**src/rtl/core/mtnt_pkg.sv**
```systemverilog
// ----------------------------------------------------------------------------
// mtnt_pkg
// Types and codes shared by the note timer controller and datapath.
// ----------------------------------------------------------------------------
package mtnt_pkg;
	localparam logic [1:0] KIND_NOTE   = 2'd0;
	localparam logic [1:0] KIND_NO_RS  = 2'd1;
	localparam logic [1:0] KIND_BAD_ST = 2'd2;
	localparam logic [1:0] KIND_OVFL   = 2'd3;
	localparam int MAX_OUT = 16;

	typedef struct packed {
		logic        clear;
		logic        note_on;
		logic        note_off;
		logic        scan;
		logic        err;
		logic [1:0]  err_kind;
		logic [3:0]  ch;
		logic [6:0]  note;
		logic [6:0]  vel;
		logic [27:0] delta;
	} cmd_t;

	typedef struct packed {
		logic busy;
		logic out_full;
	} stat_t;
endpackage

```
**src/rtl/core/midi_track_note_timer_top.sv**
```systemverilog
// ----------------------------------------------------------------------------
// midi_track_note_timer_top
// Standard MIDI file byte parser that times held notes and emits records.
// ----------------------------------------------------------------------------
// channel   dir  handshake            payload
// input     in   in_valid/in_ready    file_byte
// output    out  out_valid/out_ready  record_kind .. last_of_run
//
// A byte may yield an output beat. A delta end scans the note table one
// entry per cycle, unless a finished note meets a pending record while the
// output is full; the scan may flush a last record at its end.
// Input holds off while a result beat waits or a scan is running.
// Reset is asynchronous, active low.
module midi_track_note_timer_top #(
	parameter int NOTE_SLOTS = 16,
	parameter int TIME_BITS  = 32
) (
	input  logic        clk,
	input  logic        arst_n,
	input  logic [7:0]  file_byte,
	input  logic        in_valid,
	output logic        in_ready,
	output logic        out_valid,
	input  logic        out_ready,
	output logic [1:0]  record_kind,
	output logic [3:0]  channel,
	output logic [6:0]  note_number,
	output logic [31:0] step_time,
	output logic [31:0] gate_time,
	output logic [6:0]  velocity,
	output logic        last_of_run
);
	// commands flow parser -> table, status flows back
	mtnt_pkg::cmd_t  cmd;
	mtnt_pkg::stat_t stat;

	mtnt_ctrl u_ctrl (
		.clk(clk), .arst_n(arst_n), .file_byte(file_byte), .in_valid(in_valid),
		.in_ready(in_ready), .stat(stat), .cmd(cmd)
	);

	mtnt_dpath #(.NOTE_SLOTS(NOTE_SLOTS), .TIME_BITS(TIME_BITS)) u_dpath (
		.clk(clk), .arst_n(arst_n), .cmd(cmd), .stat(stat),
		.out_valid(out_valid), .out_ready(out_ready), .record_kind(record_kind),
		.channel(channel), .note_number(note_number), .step_time(step_time),
		.gate_time(gate_time), .velocity(velocity), .last_of_run(last_of_run)
	);
endmodule

```
**src/rtl/core/mtnt_ctrl.sv**
```systemverilog
// ----------------------------------------------------------------------------
// mtnt_ctrl
// Byte parser and sequencer; issues table commands to the datapath.
// ----------------------------------------------------------------------------
module mtnt_ctrl (
	input  logic              clk,
	input  logic              arst_n,
	input  logic [7:0]        file_byte,
	input  logic              in_valid,
	output logic              in_ready,
	input  mtnt_pkg::stat_t   stat,
	output mtnt_pkg::cmd_t    cmd
);
	localparam logic [3:0] PH_HDR = 4'd0, PH_TRK = 4'd1, PH_DELTA = 4'd2,
		PH_EVENT = 4'd3, PH_DATA1 = 4'd4, PH_DATA2 = 4'd5, PH_SYSLEN = 4'd6,
		PH_MTYPE = 4'd7, PH_MLEN = 4'd8, PH_SKIP = 4'd9;
	localparam logic ST_IDLE = 1'b0, ST_SCAN = 1'b1;

	logic        st_q, st_d;
	logic [3:0]  ph_q, ph_d;
	logic [27:0] cnt_q, cnt_d, acc_q, acc_d, acc_nx;
	logic [7:0]  rs_q, rs_d;
	logic [6:0]  fd_q, fd_d;
	logic        halt_q, halt_d, acc_en;
	logic [3:0]  hi;

	assign in_ready = (st_q == ST_IDLE) && !stat.busy && !stat.out_full;
	assign acc_en = in_valid && in_ready && !halt_q;
	assign acc_nx = {acc_q[20:0], file_byte[6:0]};
	assign hi = rs_q[7:4];

	always_comb begin
		st_d = st_q; ph_d = ph_q; cnt_d = cnt_q; acc_d = acc_q;
		rs_d = rs_q; fd_d = fd_q; halt_d = halt_q;
		cmd = '0;
		cmd.ch = rs_q[3:0];
		cmd.note = fd_q;
		cmd.vel = file_byte[6:0];
		cmd.delta = acc_nx;
		if (st_q == ST_SCAN) begin
			if (!stat.busy) st_d = ST_IDLE;
		end else if (acc_en) begin
			unique case (ph_q)
				PH_HDR: begin
					if (cnt_q <= 28'd1) begin
						ph_d = PH_TRK; cnt_d = 28'd8; cmd.clear = 1'b1;
					end else cnt_d = cnt_q - 28'd1;
				end
				PH_TRK: begin
					if (cnt_q <= 28'd1) begin
						ph_d = PH_DELTA; acc_d = '0;
					end else cnt_d = cnt_q - 28'd1;
				end
				PH_EVENT: begin
					if (file_byte[7]) begin
						if (file_byte <= 8'hEF) begin
							rs_d = file_byte; ph_d = PH_DATA1;
						end else if (file_byte == 8'hFF) begin
							rs_d = '0; ph_d = PH_MTYPE;
						end else if (file_byte == 8'hF0 || file_byte == 8'hF7) begin
							rs_d = '0; acc_d = '0; ph_d = PH_SYSLEN;
						end else begin
							cmd.err = 1'b1; cmd.err_kind = mtnt_pkg::KIND_BAD_ST;
							halt_d = 1'b1;
						end
					end else if (rs_q == 8'h00) begin
						cmd.err = 1'b1; cmd.err_kind = mtnt_pkg::KIND_NO_RS;
						halt_d = 1'b1;
					end else begin
						fd_d = file_byte[6:0];
						ph_d = (hi == 4'hC || hi == 4'hD) ? PH_DELTA : PH_DATA2;
					end
				end
				PH_DATA1: begin
					fd_d = file_byte[6:0];
					ph_d = (hi == 4'hC || hi == 4'hD) ? PH_DELTA : PH_DATA2;
				end
				PH_DATA2: begin
					ph_d = PH_DELTA;
					if (hi == 4'h9 && file_byte[6:0] != 7'd0) cmd.note_on = 1'b1;
					else if (hi == 4'h9 || hi == 4'h8) cmd.note_off = 1'b1;
				end
				PH_SYSLEN, PH_MLEN: begin
					acc_d = acc_nx;
					if (!file_byte[7]) begin
						acc_d = '0;
						if (ph_q == PH_MLEN && fd_q == 7'd1 && acc_nx == 28'd0) begin
							cmd.clear = 1'b1; cnt_d = 28'd8; ph_d = PH_TRK;
						end else if (acc_nx == 28'd0) ph_d = PH_DELTA;
						else begin
							cnt_d = acc_nx; ph_d = PH_SKIP;
						end
					end
				end
				PH_MTYPE: begin
					fd_d = (file_byte == 8'h2F) ? 7'd1 : 7'd0;
					acc_d = '0; ph_d = PH_MLEN;
				end
				PH_SKIP: begin
					if (cnt_q <= 28'd1) ph_d = PH_DELTA;
					else cnt_d = cnt_q - 28'd1;
				end
				default: begin
					acc_d = acc_nx;
					ph_d = PH_DELTA;
					if (!file_byte[7]) begin
						acc_d = '0; ph_d = PH_EVENT;
						cmd.scan = 1'b1; st_d = ST_SCAN;
					end
				end
			endcase
		end
	end

	always_ff @(posedge clk or negedge arst_n) begin
		if (!arst_n) begin
			st_q <= ST_IDLE; ph_q <= PH_HDR; cnt_q <= 28'd14; acc_q <= '0;
			rs_q <= '0; fd_q <= '0; halt_q <= 1'b0;
		end else begin
			st_q <= st_d; ph_q <= ph_d; cnt_q <= cnt_d; acc_q <= acc_d;
			rs_q <= rs_d; fd_q <= fd_d; halt_q <= halt_d;
		end
	end
endmodule

```
**src/rtl/core/mtnt_dpath.sv**
```systemverilog
// ----------------------------------------------------------------------------
// mtnt_dpath
// Held-note table, stallable one-entry-per-cycle compaction scan, output reg.
// ----------------------------------------------------------------------------
module mtnt_dpath #(
	parameter int NOTE_SLOTS = 16,
	parameter int TIME_BITS  = 32
) (
	input  logic             clk,
	input  logic             arst_n,
	input  mtnt_pkg::cmd_t   cmd,
	output mtnt_pkg::stat_t  stat,
	output logic             out_valid,
	input  logic             out_ready,
	output logic [1:0]       record_kind,
	output logic [3:0]       channel,
	output logic [6:0]       note_number,
	output logic [31:0]      step_time,
	output logic [31:0]      gate_time,
	output logic [6:0]       velocity,
	output logic             last_of_run
);
	localparam int CW = $clog2(NOTE_SLOTS + 1);
	localparam int IW = (NOTE_SLOTS > 1) ? $clog2(NOTE_SLOTS) : 1;
	localparam int SW = ((TIME_BITS > 28) ? TIME_BITS : 28) + 1;
	localparam logic [SW-1:0] LIM = SW'((64'd1 << TIME_BITS) - 64'd1);

	logic [10:0]          key_q   [NOTE_SLOTS];
	logic [6:0]           vel_q   [NOTE_SLOTS];
	logic [TIME_BITS-1:0] step_q  [NOTE_SLOTS];
	logic [TIME_BITS-1:0] gate_q  [NOTE_SLOTS];
	logic [1:0]           flg_q   [NOTE_SLOTS];
	logic [CW-1:0]        cnt_q, r_q, w_q;
	logic [4:0]           n_q;
	logic [27:0]          delta_q;
	logic                 busy_q, pend_v_q, out_v_q;
	logic [10:0]          pend_key_q;
	logic [6:0]           pend_vel_q;
	logic [TIME_BITS-1:0] pend_step_q, pend_gate_q;

	logic [IW-1:0]        ri, wi, ci;
	logic                 at_end, fin, out_free, do_step, do_flush;
	logic [SW-1:0]        s_sum, g_sum;
	logic [TIME_BITS-1:0] s_new, g_new;

	assign ri = r_q[IW-1:0];
	assign wi = w_q[IW-1:0];
	assign ci = cnt_q[IW-1:0];
	assign at_end = (r_q == cnt_q);
	assign out_free = !out_v_q || out_ready;
	assign fin = (flg_q[ri] == 2'b11) && (n_q < 5'(mtnt_pkg::MAX_OUT));
	assign do_step = busy_q && !at_end && (!fin || !pend_v_q || out_free);
	assign do_flush = busy_q && at_end && pend_v_q && out_free;
	assign s_sum = SW'(step_q[ri]) + SW'(delta_q);
	assign g_sum = SW'(gate_q[ri]) + SW'(delta_q);
	assign s_new = flg_q[ri][0] ? step_q[ri]
		: ((s_sum > LIM) ? {TIME_BITS{1'b1}} : s_sum[TIME_BITS-1:0]);
	assign g_new = flg_q[ri][1] ? gate_q[ri]
		: ((g_sum > LIM) ? {TIME_BITS{1'b1}} : g_sum[TIME_BITS-1:0]);

	assign stat.busy = busy_q;
	assign stat.out_full = out_v_q;
	assign out_valid = out_v_q;

	// table storage; no reset on payload
	always_ff @(posedge clk) begin
		if (cmd.note_on) begin
			for (int i = 0; i < NOTE_SLOTS; i++)
				if (CW'(i) < cnt_q) flg_q[i] <= flg_q[i] | 2'b01;
			if (cnt_q < CW'(NOTE_SLOTS)) begin
				key_q[ci] <= {cmd.ch, cmd.note};
				vel_q[ci] <= cmd.vel;
				step_q[ci] <= '0;
				gate_q[ci] <= '0;
				flg_q[ci] <= 2'b00;
			end
		end
		if (cmd.note_off) begin
			for (int i = 0; i < NOTE_SLOTS; i++)
				if (CW'(i) < cnt_q && key_q[i] == {cmd.ch, cmd.note})
					flg_q[i] <= flg_q[i] | 2'b10;
		end
		if (do_step && !fin) begin
			key_q[wi] <= key_q[ri];
			vel_q[wi] <= vel_q[ri];
			step_q[wi] <= s_new;
			gate_q[wi] <= g_new;
			flg_q[wi] <= flg_q[ri];
		end
		if (do_step && fin) begin
			pend_key_q <= key_q[ri];
			pend_vel_q <= vel_q[ri];
			pend_step_q <= step_q[ri];
			pend_gate_q <= gate_q[ri];
		end
		if (cmd.scan) delta_q <= cmd.delta;
	end

	// output register
	always_ff @(posedge clk) begin
		if (cmd.err) begin
			record_kind <= cmd.err_kind; channel <= '0; note_number <= '0;
			step_time <= '0; gate_time <= '0; velocity <= '0; last_of_run <= 1'b1;
		end else if (cmd.note_on && cnt_q >= CW'(NOTE_SLOTS)) begin
			record_kind <= mtnt_pkg::KIND_OVFL; channel <= cmd.ch;
			note_number <= cmd.note; step_time <= '0; gate_time <= '0;
			velocity <= cmd.vel; last_of_run <= 1'b1;
		end else if ((do_step && fin && pend_v_q) || do_flush) begin
			record_kind <= mtnt_pkg::KIND_NOTE;
			channel <= pend_key_q[10:7];
			note_number <= pend_key_q[6:0];
			step_time <= 32'(pend_step_q);
			gate_time <= 32'(pend_gate_q);
			velocity <= pend_vel_q;
			last_of_run <= do_flush;
		end
	end

	always_ff @(posedge clk or negedge arst_n) begin
		if (!arst_n) begin
			cnt_q <= '0; r_q <= '0; w_q <= '0; n_q <= '0;
			busy_q <= 1'b0; pend_v_q <= 1'b0; out_v_q <= 1'b0;
		end else begin
			if (cmd.clear) cnt_q <= '0;
			if (cmd.note_on && cnt_q < CW'(NOTE_SLOTS)) cnt_q <= cnt_q + 1'b1;
			if (cmd.scan) begin
				busy_q <= 1'b1; r_q <= '0; w_q <= '0; n_q <= '0;
			end
			if (do_step) begin
				r_q <= r_q + 1'b1;
				if (fin) begin
					n_q <= n_q + 5'd1; pend_v_q <= 1'b1;
				end else w_q <= w_q + 1'b1;
			end
			if (do_flush) pend_v_q <= 1'b0;
			if (busy_q && at_end && !pend_v_q) begin
				busy_q <= 1'b0; cnt_q <= w_q;
			end
			if (cmd.err || (cmd.note_on && cnt_q >= CW'(NOTE_SLOTS))
				|| (do_step && fin && pend_v_q) || do_flush)
				out_v_q <= 1'b1;
			else if (out_ready)
				out_v_q <= 1'b0;
		end
	end
endmodule

```
**config.mk**
```make
export PLATFORM = sky130hd
export DESIGN_NAME = midi_track_note_timer_top
export DESIGN_NICKNAME = d
export VERILOG_FILES = /design/src/rtl/core/mtnt_pkg.sv /design/src/rtl/core/midi_track_note_timer_top.sv /design/src/rtl/core/mtnt_ctrl.sv /design/src/rtl/core/mtnt_dpath.sv
export SDC_FILE = /design/constraint.sdc
export NUM_CORES = 2
export LEC_CHECK = 0
export BUFFER_PORTS_ARGS = -buffer_cell sky130_fd_sc_hd__buf_2
export CAP_MARGIN = 25
export CORE_ASPECT_RATIO = 1.2
export CORE_MARGIN = 3
export CORE_UTILIZATION = 47
export DETAILED_ROUTE_END_ITERATION = 10
export GPL_TIMING_DRIVEN = 1
export PLACE_DENSITY_LB_ADDON = 0.05
export SYNTH_ARGS = -nofsm -noshare
export SYNTH_HDL_FRONTEND = slang
export SYNTH_HIERARCHICAL = 1
export SYNTH_SLANG_ARGS = --single-unit
```
**constraint.sdc**
```tcl
create_clock -name clk -period 14.5 [get_ports clk]
set_input_delay 3.625 -clock clk [delete_from_list [all_inputs] [get_ports clk]]
set_output_delay 3.625 -clock clk [all_outputs]
set_load 0.05 [all_outputs]
```
* Yosys cells after proc, flatten, opt, wreduce, memory -nomap -nowiden
Memory sizes are Yosys's and may differ from the RTL's. Cells that the tools add are included.
Operators by class: add/sub/neg operators 7, $lt $le $gt $ge 23, eq/ne operators 84, muxes and demuxes 241, bitwise logic cells 34, reduce and logical (&&, ||, !) cells 117
Operator list (count):
- 32-bit two-way mux | 6
- 11-bit == test | 16
- 1-bit two-way mux | 162
- 28-bit two-way mux | 5
- 21-bit two-way mux | 6
- 21-bit one-hot mux with 4 select lines | 1
- 28-bit one-hot mux with 3 select lines | 1
- 4-bit two-way mux | 18
- 32-bit by 28-bit adder with 33-bit output | 2
- 33-bit by 32-bit > comparator with 1-bit output, second input constant | 2
- 2-bit AND reduction | 33
- 32-bit OR reduction | 2
- 7-bit two-way mux | 9
- 5-bit two-way mux | 11
- 4-bit by 5-bit less-than comparator with 1-bit output, first input constant | 8
- 1-bit logical AND | 35
- 0-bit != test | 32
- 1-bit bitwise OR | 32
- 28-bit by 1-bit <= comparator with 1-bit output, second input constant | 1
- 28-bit logical NOT | 1
- 4-bit one-hot mux with 7 select lines | 1
- 28-bit by 1-bit subtractor with 28-bit output, second input constant | 1
- 4-bit == test, second input constant | 6
- 8-bit == test, second input constant | 3
- other kinds (41) | 112
Storage, ports and cells: bits in registers 288, memory bits (writable) 1344, output and inout port bits 87, logic and storage cells 537, memories 5
Memories:
- u_dpath.gate_q | words 16, bits a word 32, read ports 1, clocked after memory_dff 0, wr ports 1, line mtnt_dpath.sv:31 | logic [TIME_BITS-1:0] gate_q [NOTE_SLOTS];
- u_dpath.step_q | words 16, bits a word 32, read ports 1, clocked after memory_dff 0, wr ports 1, line mtnt_dpath.sv:30 | logic [TIME_BITS-1:0] step_q [NOTE_SLOTS];
- u_dpath.key_q | words 16, bits a word 11, read ports 17, clocked after memory_dff 0, wr ports 1, line mtnt_dpath.sv:28 | logic [10:0] key_q [NOTE_SLOTS];
- u_dpath.vel_q | words 16, bits a word 7, read ports 1, clocked after memory_dff 0, wr ports 1, line mtnt_dpath.sv:29 | logic [6:0] vel_q [NOTE_SLOTS];
- u_dpath.flg_q | words 16, bits a word 2, read ports 1, clocked after memory_dff 0, wr ports 16, line mtnt_dpath.sv:32 | logic [1:0] flg_q [NOTE_SLOTS];

* Depth between registers and ports, before layout
depth in word-level cells 14, depth in mapped cells 25

* Cells and area by module
Netlist, hierarchy kept.
By module, submodules not included:
- mtnt_dpath | instances 1, cells each 5982, area each 74206.2 µm²
- mtnt_ctrl | instances 1, cells each 523, area each 4356.7 µm²

* Worst setup path before layout
No wires, ideal clock.
path kind input to register, start input port in_valid, end register u_dpath.w_q[4], setup time 0.133 ns, arrival 7.145 ns, data required time 14.367 ns, setup slack 7.221 ns, stages 5, cell sequence nand3b_1 -> nor3_1 -> inv_1 -> o211ai_1 -> o21ai_0
RTL lines:
- start: declaration | line midi_track_note_timer_top.sv:21 | input logic in_valid,
- end signal: assignment | line mtnt_dpath.sv:133 | end else w_q <= w_q + 1'b1;
- end: declaration | line mtnt_dpath.sv:33 | logic [CW-1:0] cnt_q, r_q, w_q;

* Worst setup path after layout
start register u_dpath.r_q[0], end memory u_dpath.step_q[5][9], data pin
On the way: cells in the longest elaborated chain, start to end 12
RTL lines:
- start: declaration | line mtnt_dpath.sv:33
- start signal: assignment | line mtnt_dpath.sv:130 | r_q <= r_q + 1'b1;
- branches (longest 11 deep; another with 32-bit by 28-bit adder with 33-bit output)
- 32-bit two-way mux (no source line) (*)
- end: declaration | line mtnt_dpath.sv:30
Mark *: on every way between the ends.

==> out/metrics.yaml <==
drt-pass1-iter-count: 6
reg2regPathDepth: 15
ys_seq_area_frac: 0.603
relSlewSlack: 0.134
critPathArrivalTime_ps: 8060
skew_ps: 33.5
drc: 0
die_area_um2: 172000
cts_setup_buffers: 0
clk_root_buffer_cell: "clkbuf_16"
final_nets: 6405
worstSetupEndpoint: "u_dpath/step_q[5][9]"
synthCells: 6505
crit_path_max_incr_delay_ps: 870
rows: 163
die_h_um: 454
grt_busiest_layer: "met2"
rsz0062_at_grt: "no"
h-tree-depth: 4
synth_nets: 6587
place_ws_ps: 6570
yosysTopAreaCell: "edfxtp_1"
p_comb_frac: 0.465
gp_congestion: 0.939
viasPerCell: 6.21
critPathMaxFanout: 105
track_usage: 0.303
dpl.cell_count: 8289
path_cells: "buf_12, buf_4, mux4_2, a22oi_1, nand2_1, ha_1, a21o_1, a221oi_1, o21ai_0, a211o_1, o21ai_0, o31ai_4, buf_4, o22ai_2, nor2_1"
start_util: 0.476
grt_pass1_wl_um: 376000
worst_pin_slew_ps: 1300
final_cell_mix: "edfxtp_1, nor2_1, nand2_1"
fin_crit_sh: 0.519
synth_edf_count: 1424
wl_um: 263000
async_flop_share: 0.0570
p_sw_frac: 0.449
area_delta_synth_final_pct: 8.78
vdd_drop_max_uv: 155
holdCritPathClass: "register to register"
cts_hold_repair.buffers: 0
die_x_um: 379
grt_pass1_vias: 52300
wl_per_cell_um: 30.5
slowest_stage: "buf_4"
use_met3: 0.0398
internal_power_mw: 11.1
reg2reg_slack_ps: 6970
synth.yosys.warnings: 6
final_common_cell: "edfxtp_1"
hold_violations: 0
clk_latency_ps: 840
grtUsageMet2: 0.507
maxCapViolations: 0
drv_slew: 0
synth_seq_cells: 1632
critPathLaunchType: "register"
clock_path_buffers: 3
pwr-share-clk: 0.212
crit_type: "register to register"
yosysTopAreaCellShare: 0.544
worstReg2RegEnd: "u_dpath/step_q[5][9]"
min_period_ps: 7530
finalNonFillerCells: 8614
p_leak_nw: 28.1
pwr-share-seq: 0.323
hpwl_um: 159000
synth_cell_type_count: 100
startpoint: "u_dpath/r_q[0]"
ys.flop_type: "edfxtp_1"
cp_data_required_time_ps: 15030
p_switching_mw: 9.08
drive_above_1_share: 0.118
power_density_nw_per_um2: 236
filler_cell_count: 14400
num_vias: 53500
detail-route-antenna-nets: 0
gr-usage-met1: 0.391
core_um2: 165000
worstSetupEndpointType: "register"
fin_tns_setup_ps: 0
status: "finished, final reports clean"
r2r-start: "u_dpath/r_q[0]"
ioPinCount: 99
finalInstanceArea_um2: 85500
drt_iter0_drc: 5692
syn_area_per_cell_um2: 12.1
portBuffers: 98
synth_area_leaders: "edfxtp_1, nor2_1, mux4_2"
cts.repair.resized: 0
grt_overflow: 0
cts_buffers: 172
cts_tree: "yes"
clk_pin_slew_ps: 60
setup_violations: 0
netlist_area_um2: 78600
placed_area_um2: 80000
worst_slack_ps: 6970
grt_max_degree: 106
clock.fmax_ghz: 0.133
antenna_found_initial: 3
clock-sinks: 1632
Yosys cell counts, types with 8 or more instances:
cell type / number
edfxtp_1: 1424
nor2_1: 1117
nand2_1: 677
o21ai_0: 446
mux2i_1: 342
clkbuf_1: 308
xnor2_1: 198
a21oi_1: 179
a221oi_1: 172
mux4_2: 167
buf_2: 122
dfxtp_1: 115
dfrtp_1: 90
buf_4: 89
a22oi_1: 75
nor3_1: 75
inv_1: 73
ha_1: 68
nand4_1: 63
nor2b_1: 62
o21ai_1: 52
nand3_1: 42
o211ai_1: 41
nor4_1: 39
buf_6: 38
o22ai_2: 29
xor2_1: 29
a21o_1: 21
a311oi_1: 19
nor3b_1: 19
buf_1: 18
and2_1: 17
a31oi_1: 15
o21a_1: 14
a211oi_1: 13
nand2b_1: 12
or3_1: 12
and3_1: 10
o22ai_4: 10
nand4b_1: 9
a22o_1: 8
mux4_1: 8
mux4_4: 8
o2bb2ai_1: 8
or4_1: 8
flip-flops by register name (all words and copies together) (netlist names), 21 cells and up:
register	count
u_dpath/delta_q	28
u_dpath/pend_gate_q	32
u_dpath/flg_q	32
u_dpath/pend_step_q	32
u_dpath/vel_q	112
u_dpath/key_q	176
u_ctrl/acc_q	21
u_dpath/gate_time	32
u_dpath/gate_q	512
u_ctrl/cnt_q	28
u_dpath/step_time	32
u_dpath/step_q	512
worst min-delay path by stage:
stage / startpoint / to / slack [ps] / depth (start not counted)
after floorplan: u_ctrl/halt_q / u_ctrl/halt_q / 450 / 1
after global placement: u_dpath/gate_time[8] / u_dpath/gate_time[8] / 440 / 2
after detailed placement: u_dpath/step_time[22] / u_dpath/step_time[22] / 450 / 2
after CTS: u_dpath/gate_time[15] / u_dpath/gate_time[15] / 460 / 2
after global routing: u_dpath/gate_time[14] / u_dpath/gate_time[14] / 480 / 2
final: u_dpath/gate_time[15] / u_dpath/gate_time[15] / 450 / 2
stage by stage:
step | hold WS [ps] | utilization | power (mW)
5_1_grt | 477 | 0.517 | 21.1
2_1_floorplan | 446 | - | 13.0
4_1_cts | 455 | 0.517 | 20.3
3_5_place_dp | 447 | 0.484 | 16.0
6_report | 450 | 0.517 | 20.2
3_3_place_gp | 442 | 0.484 | 15.9
final cells by class:
type,instances,area (µm²),area share
sequential,1632,47400,0.555
multi-input combinational,4211,28100,0.329
clock buffer,248,4730,0.0554
tap,2145,2680,0.0314
timing repair buffer,232,1610,0.0189
clock inverter,70,623,0.00729
inverter,74,283,0.00331
antenna,2,5.00,0.0000586
cells by family (layout without fill, tap and decap cells):
logic type                 count (synthesis)  after routing  share of synthesized area
AOI/OAI and AO/OA                       1188           1188                      0.101
xor gates and xnor gates                 227            227                     0.0253
adders and majority gates                 70             70                     0.0113
buffers and inverters                    662            624                     0.0434
DFF                                     1632           1632                      0.603
muxes                                    532            532                     0.0977
other                                      0              2                          0
and+or+nand+nor                         2194           2194                      0.118
layer usage:
metal / up-vias / share of wire
met5: - / 0
met4: 0 / 0.055
met3: 532 / 0.064
met2: 2260 / 0.49
met1: 27200 / 0.39
li1: 23500 / -
power groups by stage:
stage / clock network [mW] / registers, mW / logic (mW)
2_1_floorplan: 0 / 6.80 / 6.19
3_3_place_gp: 0 / 6.61 / 9.26
3_5_place_dp: 0 / 6.63 / 9.33
4_1_cts: 4.36 / 6.54 / 9.36
5_1_grt: 4.54 / 6.60 / 9.97
6_report: 4.29 / 6.53 / 9.39
critical path, delay by kind of cell, from the launching register on:
kind | cells | cell delay, ps
simple gates | 2 | 280
compound gates | 8 | 2970
flops | 1 | 750
buf+inv | 3 | 1940
fa+ha+maj | 1 | 400
mux | 1 | 640
(Power assumes the default switching activity.)
